==> src/rtl/hcs_pkg.sv <==
`timescale 1ns / 1ps
// ----------------------------------------------------------------------------
// hcs_pkg
// Shared types and constants for the heat/cool selector with compressor guard.
// ----------------------------------------------------------------------------
package hcs_pkg;

	// operating mode as reported on the result channel
	typedef enum logic [1:0] {
		MODE_IDLE = 2'd0,
		MODE_HEAT = 2'd1,
		MODE_COOL = 2'd2
	} mode_t;

	// configuration register indexes
	localparam int unsigned CfgIdxW = 1;
	localparam logic [CfgIdxW-1:0] CFG_MIN_COOL_ON  = 1'b0;
	localparam logic [CfgIdxW-1:0] CFG_MIN_COOL_OFF = 1'b1;

	localparam int unsigned StampW = 32;
	localparam int unsigned PidW   = 16;
	localparam int unsigned DutyW  = 15;

	// Q8.8 thresholds: 1.0 and 100.0
	localparam logic signed [PidW-1:0] ONE_Q88  = 16'sd256;
	localparam logic signed [PidW-1:0] FULL_Q88 = 16'sd25600;

	// controller state carried from item to item
	typedef struct packed {
		mode_t              mode;
		logic               cooler_active;
		logic [StampW-1:0]  start_stamp;
		logic [StampW-1:0]  stop_stamp;
		logic [DutyW-1:0]   heat_level;
		logic [DutyW-1:0]   cool_level;
	} ctl_state_t;

	localparam ctl_state_t CTL_STATE_RESET = '{
		mode:          MODE_IDLE,
		cooler_active: 1'b0,
		start_stamp:   '0,
		stop_stamp:    '0,
		heat_level:    '0,
		cool_level:    '0
	};

endpackage

==> src/rtl/hcs_decide.sv <==
`timescale 1ns / 1ps
// ----------------------------------------------------------------------------
// hcs_decide
// Mode selection and compressor on/off time guard for one controller sample.
// ----------------------------------------------------------------------------
module hcs_decide (
	input  logic [hcs_pkg::StampW-1:0]        now_ms,
	input  logic signed [hcs_pkg::PidW-1:0]   pid_output,
	input  logic [hcs_pkg::StampW-1:0]        min_cool_on_ms,
	input  logic [hcs_pkg::StampW-1:0]        min_cool_off_ms,
	input  hcs_pkg::ctl_state_t               cur,
	output hcs_pkg::ctl_state_t               nxt
);

	logic signed [hcs_pkg::PidW-1:0] p_sat;
	logic signed [hcs_pkg::PidW-1:0] p_neg;
	logic [hcs_pkg::StampW-1:0]      since_start;
	logic [hcs_pkg::StampW-1:0]      since_stop;
	logic                            on_guard;
	logic                            off_hold;

	// saturate to +-100.0
	always_comb begin
		if (pid_output > hcs_pkg::FULL_Q88) begin
			p_sat = hcs_pkg::FULL_Q88;
		end else if (pid_output < -hcs_pkg::FULL_Q88) begin
			p_sat = -hcs_pkg::FULL_Q88;
		end else begin
			p_sat = pid_output;
		end
	end

	assign p_neg       = -p_sat;
	assign since_start = now_ms - cur.start_stamp;
	assign since_stop  = now_ms - cur.stop_stamp;
	assign on_guard    = cur.cooler_active && (since_start < min_cool_on_ms);
	assign off_hold    = !cur.cooler_active && (cur.stop_stamp != '0)
		&& (since_stop < min_cool_off_ms);

	always_comb begin
		nxt = cur;
		if (p_sat > hcs_pkg::ONE_Q88) begin
			if (!on_guard) begin
				if (cur.cooler_active) begin
					nxt.cooler_active = 1'b0;
					nxt.cool_level    = '0;
					nxt.start_stamp   = '0;
					if (cur.stop_stamp == '0) begin
						nxt.stop_stamp = now_ms;
					end
				end
				nxt.heat_level = p_sat[hcs_pkg::DutyW-1:0];
				nxt.mode       = hcs_pkg::MODE_HEAT;
			end
		end else if (p_sat < -hcs_pkg::ONE_Q88) begin
			if (!off_hold) begin
				nxt.heat_level = '0;
				if (cur.start_stamp == '0) begin
					nxt.start_stamp = now_ms;
					nxt.stop_stamp  = '0;
				end
				nxt.cooler_active = 1'b1;
				nxt.cool_level    = p_neg[hcs_pkg::DutyW-1:0];
				nxt.mode          = hcs_pkg::MODE_COOL;
			end
		end else begin
			nxt.heat_level = '0;
			if (!on_guard) begin
				if (cur.cooler_active) begin
					nxt.cooler_active = 1'b0;
					nxt.cool_level    = '0;
					nxt.start_stamp   = '0;
					if (cur.stop_stamp == '0) begin
						nxt.stop_stamp = now_ms;
					end
				end
				nxt.mode = hcs_pkg::MODE_IDLE;
			end
		end
	end

endmodule

==> src/rtl/heat_cool_selector_with_compressor_guard.sv <==
`timescale 1ns / 1ps
// ----------------------------------------------------------------------------
// heat_cool_selector_with_compressor_guard
// Picks heating, cooling or idle from a Q8.8 controller output and enforces
// minimum compressor on-time and off-time.
// ----------------------------------------------------------------------------
// Each input transfer carries a millisecond timestamp and a signed Q8.8
// controller output; each one produces exactly one result transfer with the
// mode, heater duty, cooler duty and compressor state after that sample.
// The block takes one input transfer per clock while the result register can
// drain. Acceptance loads the input register, and the result register loads
// from it once the result slot is free. A single decision path between those
// two registers also updates the stored controller state. A full result
// register backs up into the input register, so one more sample can be taken
// while a result waits; after that the input stalls until the result transfer
// completes.
// Configuration writes (index 0: minimum on-time, index 1: minimum off-time,
// both in ms) are always accepted and take effect on the next sample.
// ----------------------------------------------------------------------------
module heat_cool_selector_with_compressor_guard (
	input  logic                                clk,
	input  logic                                arst_n,
	// configuration write channel
	input  logic                                cfg_valid,
	output logic                                cfg_ready,
	input  logic [hcs_pkg::CfgIdxW-1:0]         cfg_index,
	input  logic [hcs_pkg::StampW-1:0]          cfg_data,
	// sample channel
	input  logic                                in_valid,
	output logic                                in_ready,
	input  logic [hcs_pkg::StampW-1:0]          now_ms,
	input  logic signed [hcs_pkg::PidW-1:0]     pid_output,
	// result channel
	output logic                                out_valid,
	input  logic                                out_ready,
	output logic [1:0]                          mode,
	output logic [hcs_pkg::DutyW-1:0]           heater_duty,
	output logic [hcs_pkg::DutyW-1:0]           cooler_duty,
	output logic                                cooler_running
);

	// configuration registers
	logic [hcs_pkg::StampW-1:0] min_on_q;
	logic [hcs_pkg::StampW-1:0] min_off_q;

	// input stage
	logic                            valid_s1;
	logic [hcs_pkg::StampW-1:0]      now_s1;
	logic signed [hcs_pkg::PidW-1:0] pid_s1;

	// stored controller state and its next value
	hcs_pkg::ctl_state_t state_q;
	hcs_pkg::ctl_state_t state_nxt;

	// result register
	logic                       out_valid_q;
	hcs_pkg::mode_t             mode_q;
	logic [hcs_pkg::DutyW-1:0]  heat_q;
	logic [hcs_pkg::DutyW-1:0]  cool_q;
	logic                       running_q;

	logic out_free;
	logic advance;

	// result slot frees up when empty or being drained this cycle
	assign out_free  = !out_valid_q || out_ready;
	// the sample in the input stage is decided and committed
	assign advance   = valid_s1 && out_free;
	assign in_ready  = !valid_s1 || out_free;
	assign cfg_ready = 1'b1;

	always_ff @(posedge clk or negedge arst_n) begin
		if (!arst_n) begin
			min_on_q  <= '0;
			min_off_q <= '0;
		end else if (cfg_valid) begin
			case (cfg_index)
				hcs_pkg::CFG_MIN_COOL_ON:  min_on_q  <= cfg_data;
				hcs_pkg::CFG_MIN_COOL_OFF: min_off_q <= cfg_data;
				default: ;
			endcase
		end
	end

	// input register
	always_ff @(posedge clk or negedge arst_n) begin
		if (!arst_n) begin
			valid_s1 <= 1'b0;
		end else if (in_ready) begin
			valid_s1 <= in_valid;
		end
	end

	always_ff @(posedge clk) begin
		if (in_valid && in_ready) begin
			now_s1 <= now_ms;
			pid_s1 <= pid_output;
		end
	end

	hcs_decide u_decide (
		.now_ms          (now_s1),
		.pid_output      (pid_s1),
		.min_cool_on_ms  (min_on_q),
		.min_cool_off_ms (min_off_q),
		.cur             (state_q),
		.nxt             (state_nxt)
	);

	// controller state commits once per decided sample
	always_ff @(posedge clk or negedge arst_n) begin
		if (!arst_n) begin
			state_q <= hcs_pkg::CTL_STATE_RESET;
		end else if (advance) begin
			state_q <= state_nxt;
		end
	end

	// result register
	always_ff @(posedge clk or negedge arst_n) begin
		if (!arst_n) begin
			out_valid_q <= 1'b0;
		end else if (out_free) begin
			out_valid_q <= valid_s1;
		end
	end

	always_ff @(posedge clk) begin
		if (advance) begin
			mode_q    <= state_nxt.mode;
			heat_q    <= state_nxt.heat_level;
			cool_q    <= state_nxt.cool_level;
			running_q <= state_nxt.cooler_active;
		end
	end

	assign out_valid      = out_valid_q;
	assign mode           = mode_q;
	assign heater_duty    = heat_q;
	assign cooler_duty    = cool_q;
	assign cooler_running = running_q;

endmodule
==> config.mk <==
export PLATFORM = sky130hd
export DESIGN_NAME = heat_cool_selector_with_compressor_guard
export DESIGN_NICKNAME = d
export VERILOG_FILES = /design/src/rtl/hcs_pkg.sv /design/src/rtl/hcs_decide.sv /design/src/rtl/heat_cool_selector_with_compressor_guard.sv
export SDC_FILE = /design/constraint.sdc
export NUM_CORES = 1
export LEC_CHECK = 0
export BUFFER_PORTS_ARGS = -buffer_cell sky130_fd_sc_hd__clkbuf_2
export CORE_MARGIN = 5
export CORE_UTILIZATION = 45
export CTS_CLUSTER_SIZE = 28
export DETAILED_ROUTE_END_ITERATION = 7
export GPL_TIMING_DRIVEN = 0
export MAX_ROUTING_LAYER = met4
export PLACE_DENSITY = 0.65
export SYNTH_ARGS = -nofsm -noshare
export SYNTH_HDL_FRONTEND = slang
export SYNTH_HIERARCHICAL = 1
export SYNTH_SLANG_ARGS = --single-unit
==> constraint.sdc <==
create_clock -name clk -period 9.8 [get_ports clk]
set_input_delay 0.49 -clock clk [delete_from_list [all_inputs] [get_ports clk]]
set_output_delay 0.49 -clock clk [all_outputs]
set_load 0.005 [all_outputs]
# --- After elaboration in Yosys (flattened, before gate mapping) ---
# Index checks and enable logic that the tools add are counted.
classes:
  reduce_logical: 16
  n_mux: 12
  bitwise: 1
  n_lt_le_gt_ge: 6
  n_eq_ne: 4
  addsub: 3
op_table:
  columns: ["op", "n"]
  rows:
  - ["two-way mux 97 bit", 4]
  - ["two-way mux 64 bit", 2]
  - ["two-way mux 67 bit", 1]
  - ["logical NOT 32 bit", 2]
  - ["< comparator 32 bit", 2]
  - ["subtractor 32 bit", 2]
  - ["two-way mux 16 bit", 2]
  - ["two-way mux 32 bit", 1]
  - ["nonzero test 32 bit", 1]
  - ["two-way mux 15 bit", 2]
  - ["> comparator 16 x 10 -> 1 bit, second input constant", 1]
  - ["> comparator 16 bit, second input constant", 1]
  - ["< comparator 16 bit, second input constant", 1]
  - ["< comparator 16 x 9 -> 1 bit, second input constant", 1]
  - ["negator 15 bit", 1]
  - ["logical AND 1 bit", 5]
  - ["AND reduction 5 bit", 1]
  - ["!= test 2 bit, second input constant", 2]
  - ["AND reduction 2 bit", 2]
  - ["logical NOT 1 bit", 3]
  - ["!= test 3 x 2 -> 1 bit, second input constant", 1]
  - ["!= test 3 bit, second input constant", 1]
  - ["logical OR 1 bit", 2]
  - ["NOT 1 bit", 1]
word_totals:
  output_inout_bits: 36
  wordCells: 58
  reg_bits: 244

# --- Depth between registers and ports, before layout ---
# Gate-level depths: netlist of the first run.
logic_depth:
  word_depth: 7
  ltp_mapped: 26

# --- Cells and area by module ---
# Netlist of the first run, hierarchy kept.
modules_own_cells:
  columns: ["module", "seq_area_each_um2", "instances", "area_each_um2", "cells_each"]
  rows:
  - ["heat_cool_selector_with_compressor_guard", 6511.2, 1, 8583.2, 433]
  - ["hcs_decide", 0.0, 1, 6416.2, 934]

# --- Least setup slack after synthesis of the first run ---
# OpenSTA, ideal clock, no wires.
synth_timing:
  path_type: "register to register"
  startpoint: "register now_s1[0] (netlist name)"
  endpoint: "register state_q[33] (netlist name)"
  n_path_buf: 2
  arrival_ns: 5.350
  t_required_ns: 9.675
  stages_incl_launch_ff: 27
  setup_ns: 0.125
  slack_ns: 4.325
  path_cell_list: "edfxtp_1 inv_1 ha_1 inv_1 fa_1 a21o_1 a211oi_1 o311ai_0 a21oi_1 nor2b_1 o21a_1 o41ai_1 or4b_2 o211ai_1 ha_1 a21o_1 a21o_1 a21oi_1 o21ai_0 o21ai_0 a221oi_1 o21ai_2 or3_1 buf_2 buf_6 a22o_1 mux2_2"
synth_between:
  elab_chain_cells: 5
synth_lines:
  columns: ["item", "line", "rtl"]
  rows:
  - ["start, declared", "heat_cool_selector_with_compressor_guard.sv:48", "logic [hcs_pkg::StampW-1:0] now_s1;"]
  - ["start signal, assigned", "heat_cool_selector_with_compressor_guard.sv:96", "now_s1 <= now_ms;"]
  - ["subtractor 32 bit (on tied branches)", "hcs_decide.sv:35, hcs_decide.sv:34", null]
  - ["< comparator 32 bit (on tied branches)", "hcs_decide.sv:38, hcs_decide.sv:36", null]
  - ["logical AND 1 bit (on tied branches)", "hcs_decide.sv:38, hcs_decide.sv:36", null]
  - ["!= test 3 bit (no line) / != test 2 bit (equally long branches)", null, null]
  - ["AND reduction 5 bit (no line) (*)", null, null]
  - ["end signal, assigned", "heat_cool_selector_with_compressor_guard.sv:113", "state_q <= hcs_pkg::CTL_STATE_RESET;"]
  - ["end signal, assigned", "heat_cool_selector_with_compressor_guard.sv:115", "state_q <= state_nxt;"]
  - ["end, declared", "heat_cool_selector_with_compressor_guard.sv:52", "hcs_pkg::ctl_state_t state_q;"]
# Every way passes the cells marked *; elsewhere a longest branch is shown, timed or not.
# A chain may end at the register's enable or synchronous reset.

# --- Worst setup path in the final report of the first run ---
layout_timing:
  startpoint: "register now_s1[1] (netlist name)"
  endpoint: "register state_q[44] (netlist name)"
# Same word-level chain as after synthesis.

==> results.json, run 1 <==
{
  "cts_tree": "built",
  "setup_viol": 0,
  "route.detailed.drc": 0,
  "ioPinCount": 122,
  "maxCapViolations": 0,
  "synth-simple-area-share": 0.08225,
  "dp_hpwl_mm": 29.32,
  "gp_congestion": 0.9189,
  "rows": 66,
  "postCtsSetupBuffers": 0,
  "reg2regPathDepth": 18,
  "overflow": 0,
  "clk_latency_ns": 0.56,
  "seq_area_frac_synth": 0.4341,
  "syn_inst": 1367,
  "htree_num_levels": 1,
  "clock_skew_ns": 0.01545,
  "place_ws_ns": 2.902,
  "cp_num_buf_inv": 1,
  "cp_top_family": "compound AO/OA/AOI/OAI gates",
  "ys_warn_count": 6,
  "slew-limit-headroom": 0.1553,
  "synth_top_family_by_area": "compound AO/OA/AOI/OAI gates",
  "syn_area_per_cell_um2": 10.97,
  "slowest_stage": "a2111oi_0",
  "holdPathStages": 1,
  "wl_met3_mm": 1.826,
  "rsz0062_at_grt": "false",
  "clock_sinks": 244,
  "grt_pass1_vias": 11162,
  "worst_pin_slew_ns": 1.235,
  "muxShareOfSynthArea": 0.1264,
  "cts_buffers": 28,
  "finalHoldViolations": 0,
  "powerDensity_mw_per_mm2": 264.3,
  "setup_tns_ns": 0,
  "layout-drive-gt1-share": 0.2398,
  "cp_num_cells": 18,
  "post_drt_wl_per_cell_um": 19.55,
  "netlist-cell-type-count": 65,
  "die_y_um": 192.6,
  "wl_met1_mm": 17.93,
  "final-instance-count-excl-fill": 1986,
  "yosys_register_bits": 244,
  "period_share": 0.7230,
  "fmax_mhz": 141.1,
  "ys_async_sr_fraction": 0.6680,
  "synth_edf_count": 81,
  "slew_violations": 0,
  "vias": 11215,
  "grt_start_max_net_pins": 106,
  "crit_path_end_kind": "register",
  "final_cell_mix": "163 x dfrtp_1, 143 x inv_1, 141 x mux2_2",
  "floorplan.initialDensity": 0.4587,
  "root_buffer": "clkbuf_16",
  "worstSetupPathType": "register to register",
  "start_kind": "register",
  "ir_drop_v": 0.0001579,
  "hp-class": "input port to register",
  "syn_to_final_growth_pct": 14.78,
  "die_w_um": 192.6,
  "cts_buffer_depth": 3,
  "core_mm2": 0.03270,
  "antenna_found_initial": 1,
  "met2_length_mm": 18.04,
  "dr.pass1.iters": 5,
  "syn_nets": 1581,
  "layout_min_cycle_time_ns": 7.086,
  "synthFlopType": "dfrtp_1",
  "final_common_cell": "dfrtp_1",
  "crit_path_max_incr_delay_ns": 1.09,
  "synth_xor_area_frac": 0.03679,
  "status": "finished, final reports clean",
  "clkTransAtPathRegs_ns": 0.06,
  "synth_compound_area_frac": 0.1592,
  "nNetsFinal": 1735,
  "die-area_mm2": 0.03708,
  "viasPerCell": 5.647,
  "drt_iter0_drc": 677,
  "fin_ws_ns": 2.714,
  "worstPathRequired_ns": 10.30,
  "port_buffers": 120,
  "grt_usage": 0.2118,
  "fin_hold_ws_ns": 0.09911,
  "placed_cells": 1931,
  "p_leak_nw": 7.809,
  "postRouteAntennaNets": 0,
  "cp_max_fo": 10,
  "grt_pass1_wl_mm": 60.41,
  "syn_area_mm2": 0.01500,
  "synth_fa_ha_area_frac": 0.1078,
  "worstPathArrival_ns": 7.59,
  "wl_mm": 38.83,
  "top_layer": "met4",
  "path_cells": "ha_1 -> nor2b_1 -> o2111ai_1 -> a311oi_1 -> o21ai_0 -> a21o_1 -> a311oi_1 -> xor2_1 -> ha_1 -> nand4_1 -> o21ai_0 -> a211oi_1 -> a2111oi_0 -> o211ai_1 -> nor3_1 -> clkbuf_1 -> a22o_1 -> mux2_2"
}
final cells by class:
| type | instances | area [µm²] |
|---|---|---|
| Antenna cell | 1 | 2.502 |
| Sequential cell | 244 | 6511 |
| Clock inverter | 17 | 229.0 |
| Clock buffer | 35 | 737.0 |
| Multi-Input combinational cell | 932 | 7691 |
| Buffer | 47 | 257.7 |
| Timing Repair Buffer | 124 | 694.4 |
| Tap cell | 442 | 553.0 |
| Inverter | 144 | 540.5 |
| Fill cell | 2943 | 15480 |
state kept, by name, summed over array words and instances (netlist names):
register / count
valid_s1: 1
cooler_duty: 15
pid_s1: 16
mode: 2
min_on_q: 32
cooler_running: 1
heater_duty: 15
state_q: 97
out_valid: 1
now_s1: 32
min_off_q: 32
power breakdown:
part | internal (mW) | leakage (nW) | switching, mW
combinational | 0.907 | 4.48 | 1.06
sequential | 1.30 | 2.86 | 0.180
clock | 0.667 | 0.473 | 0.435
Yosys cell counts (3+ instances only):
cell,count,area (µm²)
nor2b_1,13,81.33
a21boi_0,5,37.54
o21a_1,15,112.6
o31ai_1,11,82.58
inv_1,144,540.5
o2bb2ai_1,4,35.03
buf_2,16,80.08
a21o_1,53,397.9
xnor2_1,47,411.6
o211ai_1,4,30.03
and3_1,9,56.30
or2_2,4,25.02
nor3_1,23,115.1
a22o_1,73,639.4
edfxtp_1,81,2432
buf_1,3,11.26
a21oi_1,76,380.4
nand2b_1,10,62.56
clkbuf_1,17,63.81
nand2_1,39,146.4
buf_6,6,67.56
o311ai_0,3,26.28
and2_1,5,31.28
a311oi_1,5,43.79
nor2_1,50,187.7
ha_1,126,1577
o21bai_1,6,45.04
mux2_2,141,1588
nor4_1,20,125.1
buf_4,4,30.03
nand3_1,30,150.1
mux2_4,19,285.3
a221oi_1,5,43.79
a31oi_1,5,31.28
dfrtp_1,163,4079
o21ai_0,47,235.2
a2111oi_0,6,52.55
xor2_1,16,140.1
nand4_1,23,143.9
a211oi_1,6,45.04
logic make-up (layout without fill, tap and decap cells):
family / count (synthesis) / after routing
flip-flops: 244 / 244
multiplexers: 162 / 162
buffers and inverters: 191 / 367
other: 1 / 2
AO/OA/AOI/OAI: 340 / 340
adder cells (fa/ha/maj): 128 / 128
XOR/XNOR: 63 / 63
AND/OR/NAND/NOR: 238 / 238
path summary, 6_finish.rpt:
check	slack [ns]	to	start
setup / recovery	2.71	state_q[44]	now_s1[1]
hold / removal	0.1	pid_s1[7]	pid_output[7]
setup reg to reg	2.71	state_q[44]	now_s1[1]
hold reg to reg	0.49	min_on_q[27]	min_on_q[27]
max in group asynchronous	8.36	state_q[2]	arst_n
min in group asynchronous	0.47	min_on_q[27]	arst_n
per-stage QoR:
step	power, mW	utilization	instance area (µm²)
detailed placement	3.435	0.4957	16210
global route	4.866	0.5265	17220
floorplan	2.891	-	15000
CTS	4.557	0.5256	17190
global placement	3.369	0.4940	16150
finish	4.551	0.5265	17220
per-layer routing:
layer / GRT usage / vias up
met5: - / -
met4: 0.05732 / 0
met3: 0.03166 / 60
met2: 0.3338 / 268
met1: 0.2883 / 5550
li1: - / 5337
timing repair:
| item | 4_1_cts | 5_1_grt |
|---|---|---|
| resized for setup | 0 | 0 |
| hold buffers | 1 | 0 |
| endpoints found under the hold margin | 58 | 0 |
Note: power is estimated with default switching activity, not from simulation.
==> run 2, diff against run 1 <==
--- a/config.mk
+++ b/config.mk
@@ -5,6 +5,7 @@
 export SDC_FILE = /design/constraint.sdc
 export NUM_CORES = 1
 export LEC_CHECK = 0
+export ABC_AREA = 1
 export BUFFER_PORTS_ARGS = -buffer_cell sky130_fd_sc_hd__clkbuf_2
 export CORE_MARGIN = 5
 export CORE_UTILIZATION = 45
@@ -12,7 +13,7 @@
 export DETAILED_ROUTE_END_ITERATION = 7
 export GPL_TIMING_DRIVEN = 0
 export MAX_ROUTING_LAYER = met4
-export PLACE_DENSITY = 0.65
+export PLACE_DENSITY = 0.64
 export SYNTH_ARGS = -nofsm -noshare
 export SYNTH_HDL_FRONTEND = slang
 export SYNTH_HIERARCHICAL = 1
==> constraint.sdc (replaced) <==
create_clock -name clk -period 6.6 [get_ports clk]
set_input_delay 0.33 -clock clk [delete_from_list [all_inputs] [get_ports clk]]
set_output_delay 0.33 -clock clk [all_outputs]
set_load 0.005 [all_outputs]
==> run 2 against run 1 <==
  * Die area increased by 20%
  * Clock skew rose by 0.014 ns
  * Utilization up 0.057 points
  * Via count rose by 65%
  * Synthesized area is 21% higher
  * Cell area up 22%
  * Fmax grew 30%
  * Critical endpoint is now state_q[60]
  * Clock power up 47%
  * Sequential power grew 53%
  * Highest routed layer unchanged
  * Critical path type unchanged
==> results.json, run 2 <==
{
  "p_total_mw": 9.150,
  "p_sw_mw": 4.534,
  "viasPerCell": 5.495,
  "antenna_found_initial": 0,
  "clock_sinks": 244,
  "final_common_cell": "nand2_1",
  "hp-class": "input port to register",
  "synthFlopType": "dfrtp_1",
  "switching_share": 0.4955,
  "largest_reg_flops": 97,
  "p_int_mw": 4.616,
  "clk_latency_ns": 0.58,
  "overflow": 0,
  "syn_to_final_growth_pct": 15.49,
  "cp_num_cells": 26,
  "gp_congestion": 0.9781,
  "regMostFlops": "state_q",
  "synth_xor_area_frac": 0.02651,
  "power_frac_clock": 0.177,
  "worstSetupPathType": "register to register",
  "core_mm2": 0.03982,
  "clock_skew_ns": 0.02918,
  "seqPwrFrac": 0.249,
  "grt_pass1_wl_mm": 93.09,
  "cp-startpoint": "now_s1[0]",
  "setup_viol": 0,
  "grt_pass1_vias": 17172,
  "crit_path_end_kind": "register",
  "rows": 73,
  "dp_hpwl_mm": 46.02,
  "synth_area_leaders": "dfrtp_1 22%, nand2_1 20%, edfxtp_1 13%, ha_1 8.7%, nand3_1 6.2%",
  "fin_area_mm2": 0.02099,
  "cp_top_family": "simple AND/OR/NAND/NOR gates",
  "cts_buffer_depth": 3,
  "diodes": 0,
  "placed_cells": 3258,
  "cp_num_buf_inv": 3,
  "synth_top_family_by_area": "simple AND/OR/NAND/NOR gates",
  "synth_fa_ha_area_frac": 0.08895,
  "root_buffer": "clkbuf_16",
  "detailed_place.area_mm2": 0.01949,
  "worstPathRequired_ns": 7.11,
  "drt_iter0_drc": 1841,
  "netlist-cell-type-count": 46,
  "reg2reg_from": "now_s1[0]",
  "rsz0062_at_grt": "false",
  "crit_path_max_incr_delay_ns": 0.57,
  "layout-drive-gt1-share": 0.09968,
  "synth.top_cells.by_count": "965 x nand2_1, 283 x inv_1, 224 x nand3_1",
  "reg2reg_to": "state_q[60]",
  "nNetsFinal": 3030,
  "finalHoldViolations": 0,
  "r2r_slack_ns": 1.13,
  "synth_edf_count": 81,
  "die_y_um": 211.0,
  "yosys_register_bits": 244,
  "floorplan.initialDensity": 0.4564,
  "final-instance-count-excl-fill": 3364,
  "cts_buffers": 29,
  "setup_tns_ns": 0,
  "die-area_mm2": 0.04450,
  "layout_min_cycle_time_ns": 5.468,
  "ys_warn_count": 6,
  "yosysTopAreaCellShare": 0.2244,
  "fin_hold_ws_ns": 0.02131,
  "post_drt_wl_per_cell_um": 17.88,
  "port_buffers": 120,
  "postRouteAntennaNets": 0,
  "htree_num_levels": 1,
  "status": "finished, final reports clean",
  "comb_power_share": 0.574,
  "powerDensity_mw_per_mm2": 435.9,
  "maxCapViolations": 0,
  "slew-limit-headroom": 0.4277,
  "syn_area_per_cell_um2": 6.960,
  "start_kind": "register",
  "reg2regPathDepth": 26,
  "worstPathArrival_ns": 5.98,
  "syn_inst": 2611,
  "vias": 18485,
  "place_ws_ns": 1.323,
  "synth-simple-area-share": 0.3404,
  "clkTransAtPathRegs_ns": 0.06,
  "cts_tree": "built",
  "slowest_stage": "nor2_2",
  "synth_most_common_cell": "nand2_1",
  "fin_ws_ns": 1.132,
  "dr.pass1.iters": 6,
  "final_cell_mix": "965 x nand2_1, 281 x inv_1, 224 x nand3_1",
  "synth_compound_area_frac": 0.09322,
  "worst_pin_slew_ns": 0.8585,
  "route.detailed.drc": 0,
  "slew_violations": 0,
  "postCtsResizedCells": 0,
  "ir_drop_v": 0.0002432,
  "p_leak_nw": 10.84,
  "cp_max_fo": 10,
  "fmax_mhz": 182.9,
  "ioPinCount": 122,
  "syn_area_mm2": 0.01817,
  "final_util": 0.5271,
  "synth_top_cell_by_area": "dfrtp_1",
  "period_share": 0.8285,
  "wl_mm": 60.15,
  "ys_async_sr_fraction": 0.6680,
  "die_w_um": 211.0,
  "endpoint": "state_q[60]",
  "syn_nets": 2825,
  "grt_start_max_net_pins": 100,
  "seq_area_frac_synth": 0.3583,
  "grt_usage": 0.2682,
  "cpMostUsedCell": "nand2_1",
  "muxShareOfSynthArea": 0
}
[run 2: cells by family after synthesis]
logic type	Yosys count
buffers and inverters	409
other	1
adders and majority gates	128
AOI/OAI and AO/OA	312
xor gates and xnor gates	55
DFF	244
and+or+nand+nor	1462
[run 2: per-layer routing]
| layer | global-route usage | part of all wire | wire (µm) |
|---|---|---|---|
| met5 | - | 0 | 0 |
| met4 | 0.05947 | 0.024 | 1457 |
| met3 | 0.03639 | 0.081 | 4846 |
| met2 | 0.4085 | 0.45 | 26780 |
| met1 | 0.3843 | 0.45 | 27070 |
[run 2: worst min-delay path: cells and delay by family]
family | cells | cell delay, ns
compound gates | 1 | 0.08
buf+inv | 2 | 0.15
[run 2: worst min-delay path by stage]
| stage | slack, ns | startpoint | depth (start not counted) | end |
|---|---|---|---|---|
| after floorplan | 0.03 | arst_n | 0 | min_off_q[0] |
| after global placement | 0.45 | state_q[94] | 2 | state_q[94] |
| after detailed placement | 0.35 | arst_n | 1 | min_off_q[4] |
| after CTS | 0.001 | cfg_data[16] | 3 | min_on_q[16] |
| after global routing | 0.02 | cfg_data[16] | 3 | min_on_q[16] |
| final | 0.02 | cfg_data[16] | 3 | min_off_q[16] |
[run 2: power groups by stage]
stage	Clock, mW	Sequential (mW)	Combinational, mW
after detailed placement	0	2.30	5.10
after global placement	0	2.29	4.99
after CTS	1.65	2.27	5.15
after floorplan	0	2.20	3.64
after global routing	1.71	2.32	5.86
final	1.62	2.27	5.26
[run 2: what timing repair did]
action,CTS,global route
hold buffers,51,0
endpoints found under the hold margin,115,0
buffers inserted,0,0
[run 2: layout make-up]
cell class / count / area, µm²
Fill cell: 4014 / 18830
Multi-Input combinational cell: 1958 / 9982
Sequential cell: 244 / 6511
Timing Repair Buffer: 174 / 1195
Inverter: 294 / 1104
Clock buffer: 37 / 807.0
Tap cell: 525 / 656.9
Buffer: 115 / 576.8
Clock inverter: 17 / 156.4
==> run 3, diff against run 2 <==
==> constraint.sdc (replaced) <==
create_clock -name clk -period 5.6 [get_ports clk]
set_input_delay 0.28 -clock clk [delete_from_list [all_inputs] [get_ports clk]]
set_output_delay 0.28 -clock clk [all_outputs]
set_load 0.005 [all_outputs]
==> run 3 against run 2 <==
  * Global-route usage grew 0.27 points
  * Clock skew grew 0.00096 ns
  * Register-to-register slack lost 0.72 ns
  * Sequential power grew 18%
  * Die area is the same
  * Flip-flop and latch count is the same
  * Largest power group unchanged
  * Via count grew 0.77%
==> results.json, run 3 (same netlist as run 2, synthesis figures left out) <==
{
  "gp_congestion": 0.9781,
  "clk_latency_ns": 0.58,
  "final_common_cell": "nand2_1",
  "reg2regPathDepth": 25,
  "final_cell_mix": "965 x nand2_1, 281 x inv_1, 224 x nand3_1",
  "die_y_um": 211.0,
  "crit_path_max_incr_delay_ns": 0.52,
  "fin_ws_ns": 0.4095,
  "nNetsFinal": 3058,
  "worst_pin_slew_ns": 0.8419,
  "cts_tree": "built",
  "hp-class": "input port to register",
  "worstPathRequired_ns": 6.12,
  "powerDensity_mw_per_mm2": 507.9,
  "layout-drive-gt1-share": 0.09906,
  "period_share": 0.9269,
  "postRouteAntennaNets": 0,
  "cts_buffers": 29,
  "fin_hold_ws_ns": 0.03528,
  "postCtsSetupBuffers": 0,
  "ir_drop_v": 0.0002854,
  "r2r_slack_ns": 0.41,
  "wl_mm": 60.60,
  "port_buffers": 120,
  "grt_start_max_net_pins": 100,
  "largest_reg_flops": 97,
  "worstSetupPathType": "register to register",
  "grt_pass1_wl_mm": 94.00,
  "finalHoldViolations": 0,
  "core_mm2": 0.03982,
  "fmax_mhz": 192.7,
  "hp-start": "cfg_data[1]",
  "regMostFlops": "state_q",
  "worstHoldEndpoint": "min_off_q[1]",
  "slew-limit-headroom": 0.4387,
  "holdPathStages": 3,
  "clock_sinks": 244,
  "viasPerCell": 5.491,
  "cp_max_fo": 10,
  "route.detailed.drc": 0,
  "slew_violations": 0,
  "vias": 18627,
  "grt_usage": 0.2709,
  "syn_to_final_growth_pct": 17.08,
  "place_ws_ns": 0.3228,
  "cpMostUsedCell": "nand2_1",
  "antenna_found_initial": 0,
  "start_kind": "register",
  "rsz0062_at_grt": "false",
  "layout_min_cycle_time_ns": 5.190,
  "worstPathArrival_ns": 5.71,
  "dp_hpwl_mm": 46.02,
  "p_leak_nw": 10.96,
  "crit_path_end_kind": "register",
  "floorplan.initialDensity": 0.4564,
  "cp_top_family": "simple AND/OR/NAND/NOR gates",
  "htree_num_levels": 1,
  "rows": 73,
  "drt_iter0_drc": 1944,
  "status": "finished, final reports clean",
  "cp_num_buf_inv": 3,
  "reg2reg_from": "now_s1[0]",
  "setup_viol": 0,
  "grt_pass1_vias": 17345,
  "overflow": 0,
  "die_w_um": 211.0,
  "post_drt_wl_per_cell_um": 17.87,
  "dr.pass1.iters": 6,
  "reg2reg_to": "state_q[8]",
  "slowest_stage": "edfxtp_1",
  "ioPinCount": 122,
  "setup_tns_ns": 0,
  "diodes": 0,
  "clkTransAtPathRegs_ns": 0.06,
  "clock_skew_ns": 0.03015,
  "die-area_mm2": 0.04450,
  "root_buffer": "clkbuf_16",
  "maxCapViolations": 0,
  "cts_buffer_depth": 3
}
-- run 3: cell count changes in the layout (fill, tap and decap cells not counted), sizes merged --
cell and delta:
dlygate4sd3 +28
-- run 3: worst max path at each step --
stage               from               to  slack [ns]  depth (start not counted)
4_1_cts        now_s1[0]       state_q[8]        0.31                         24
3_3_place_gp   now_s1[0]      state_q[60]        0.43                         26
6_report       now_s1[0]       state_q[8]        0.41                         25
2_1_floorplan  now_s1[0]  cooler_duty[13]        2.02                         24
5_1_grt        now_s1[0]      state_q[41]         0.1                         26
3_5_place_dp   now_s1[0]       state_q[8]        0.32                         24
-- run 3: timing repair --
item	4_1_cts	5_1_grt
hold buffers	79	0
resized for setup	0	3
endpoints found under the setup margin	0	45
endpoints found under the hold margin	166	0
-- run 3: final cells by class --
type                    count  area, µm²
multi-input cells        1958       9991
fillers                  3977      18550
repair buffers            202       1475
flip-flops and latches    244       6511
plain buffers             115      576.8
well taps                 525      656.9
clock inverters            17      156.4
inverters                 294       1104
clock buffers              37      807.0
-- run 3: worst min-delay path: stages --
cell,delay [ns]
clkbuf_2,0.08
inv_1,0.09
o21ai_0,0.09
-- run 3: report_power, final --
group | switching (mW) | leakage, nW | internal, mW | total (mW)
clock | 0.793 | 0.478 | 1.11 | 1.91
combinational | 4.19 | 7.57 | 2.03 | 6.22
sequential | 0.364 | 2.91 | 2.32 | 2.68
total | 5.35 | 11.0 | 5.46 | 10.8
-- run 3: through the flow --
| stage | area (µm²) | util | power (mW) | cells |
|---|---|---|---|---|
| 4_1_cts | 21240 | 0.5334 | 10.72 | 3391 |
| 3_3_place_gp | 19430 | 0.4879 | 8.575 | 3256 |
| 2_1_floorplan | 18170 | - | 6.888 | 2611 |
| 5_1_grt | 21280 | 0.5343 | 11.68 | 3392 |
| 3_5_place_dp | 19490 | 0.4893 | 8.712 | 3258 |
| 6_report | 21280 | 0.5343 | 10.81 | 3392 |
-- run 3: routing by layer --
metal	vias to the layer above	part of all wire	track usage
met5	-	0	-
met4	0	0.025	0.06081
met3	91	0.075	0.03624
met2	691	0.45	0.4159
met1	8836	0.45	0.3853
li1	9009	-	-
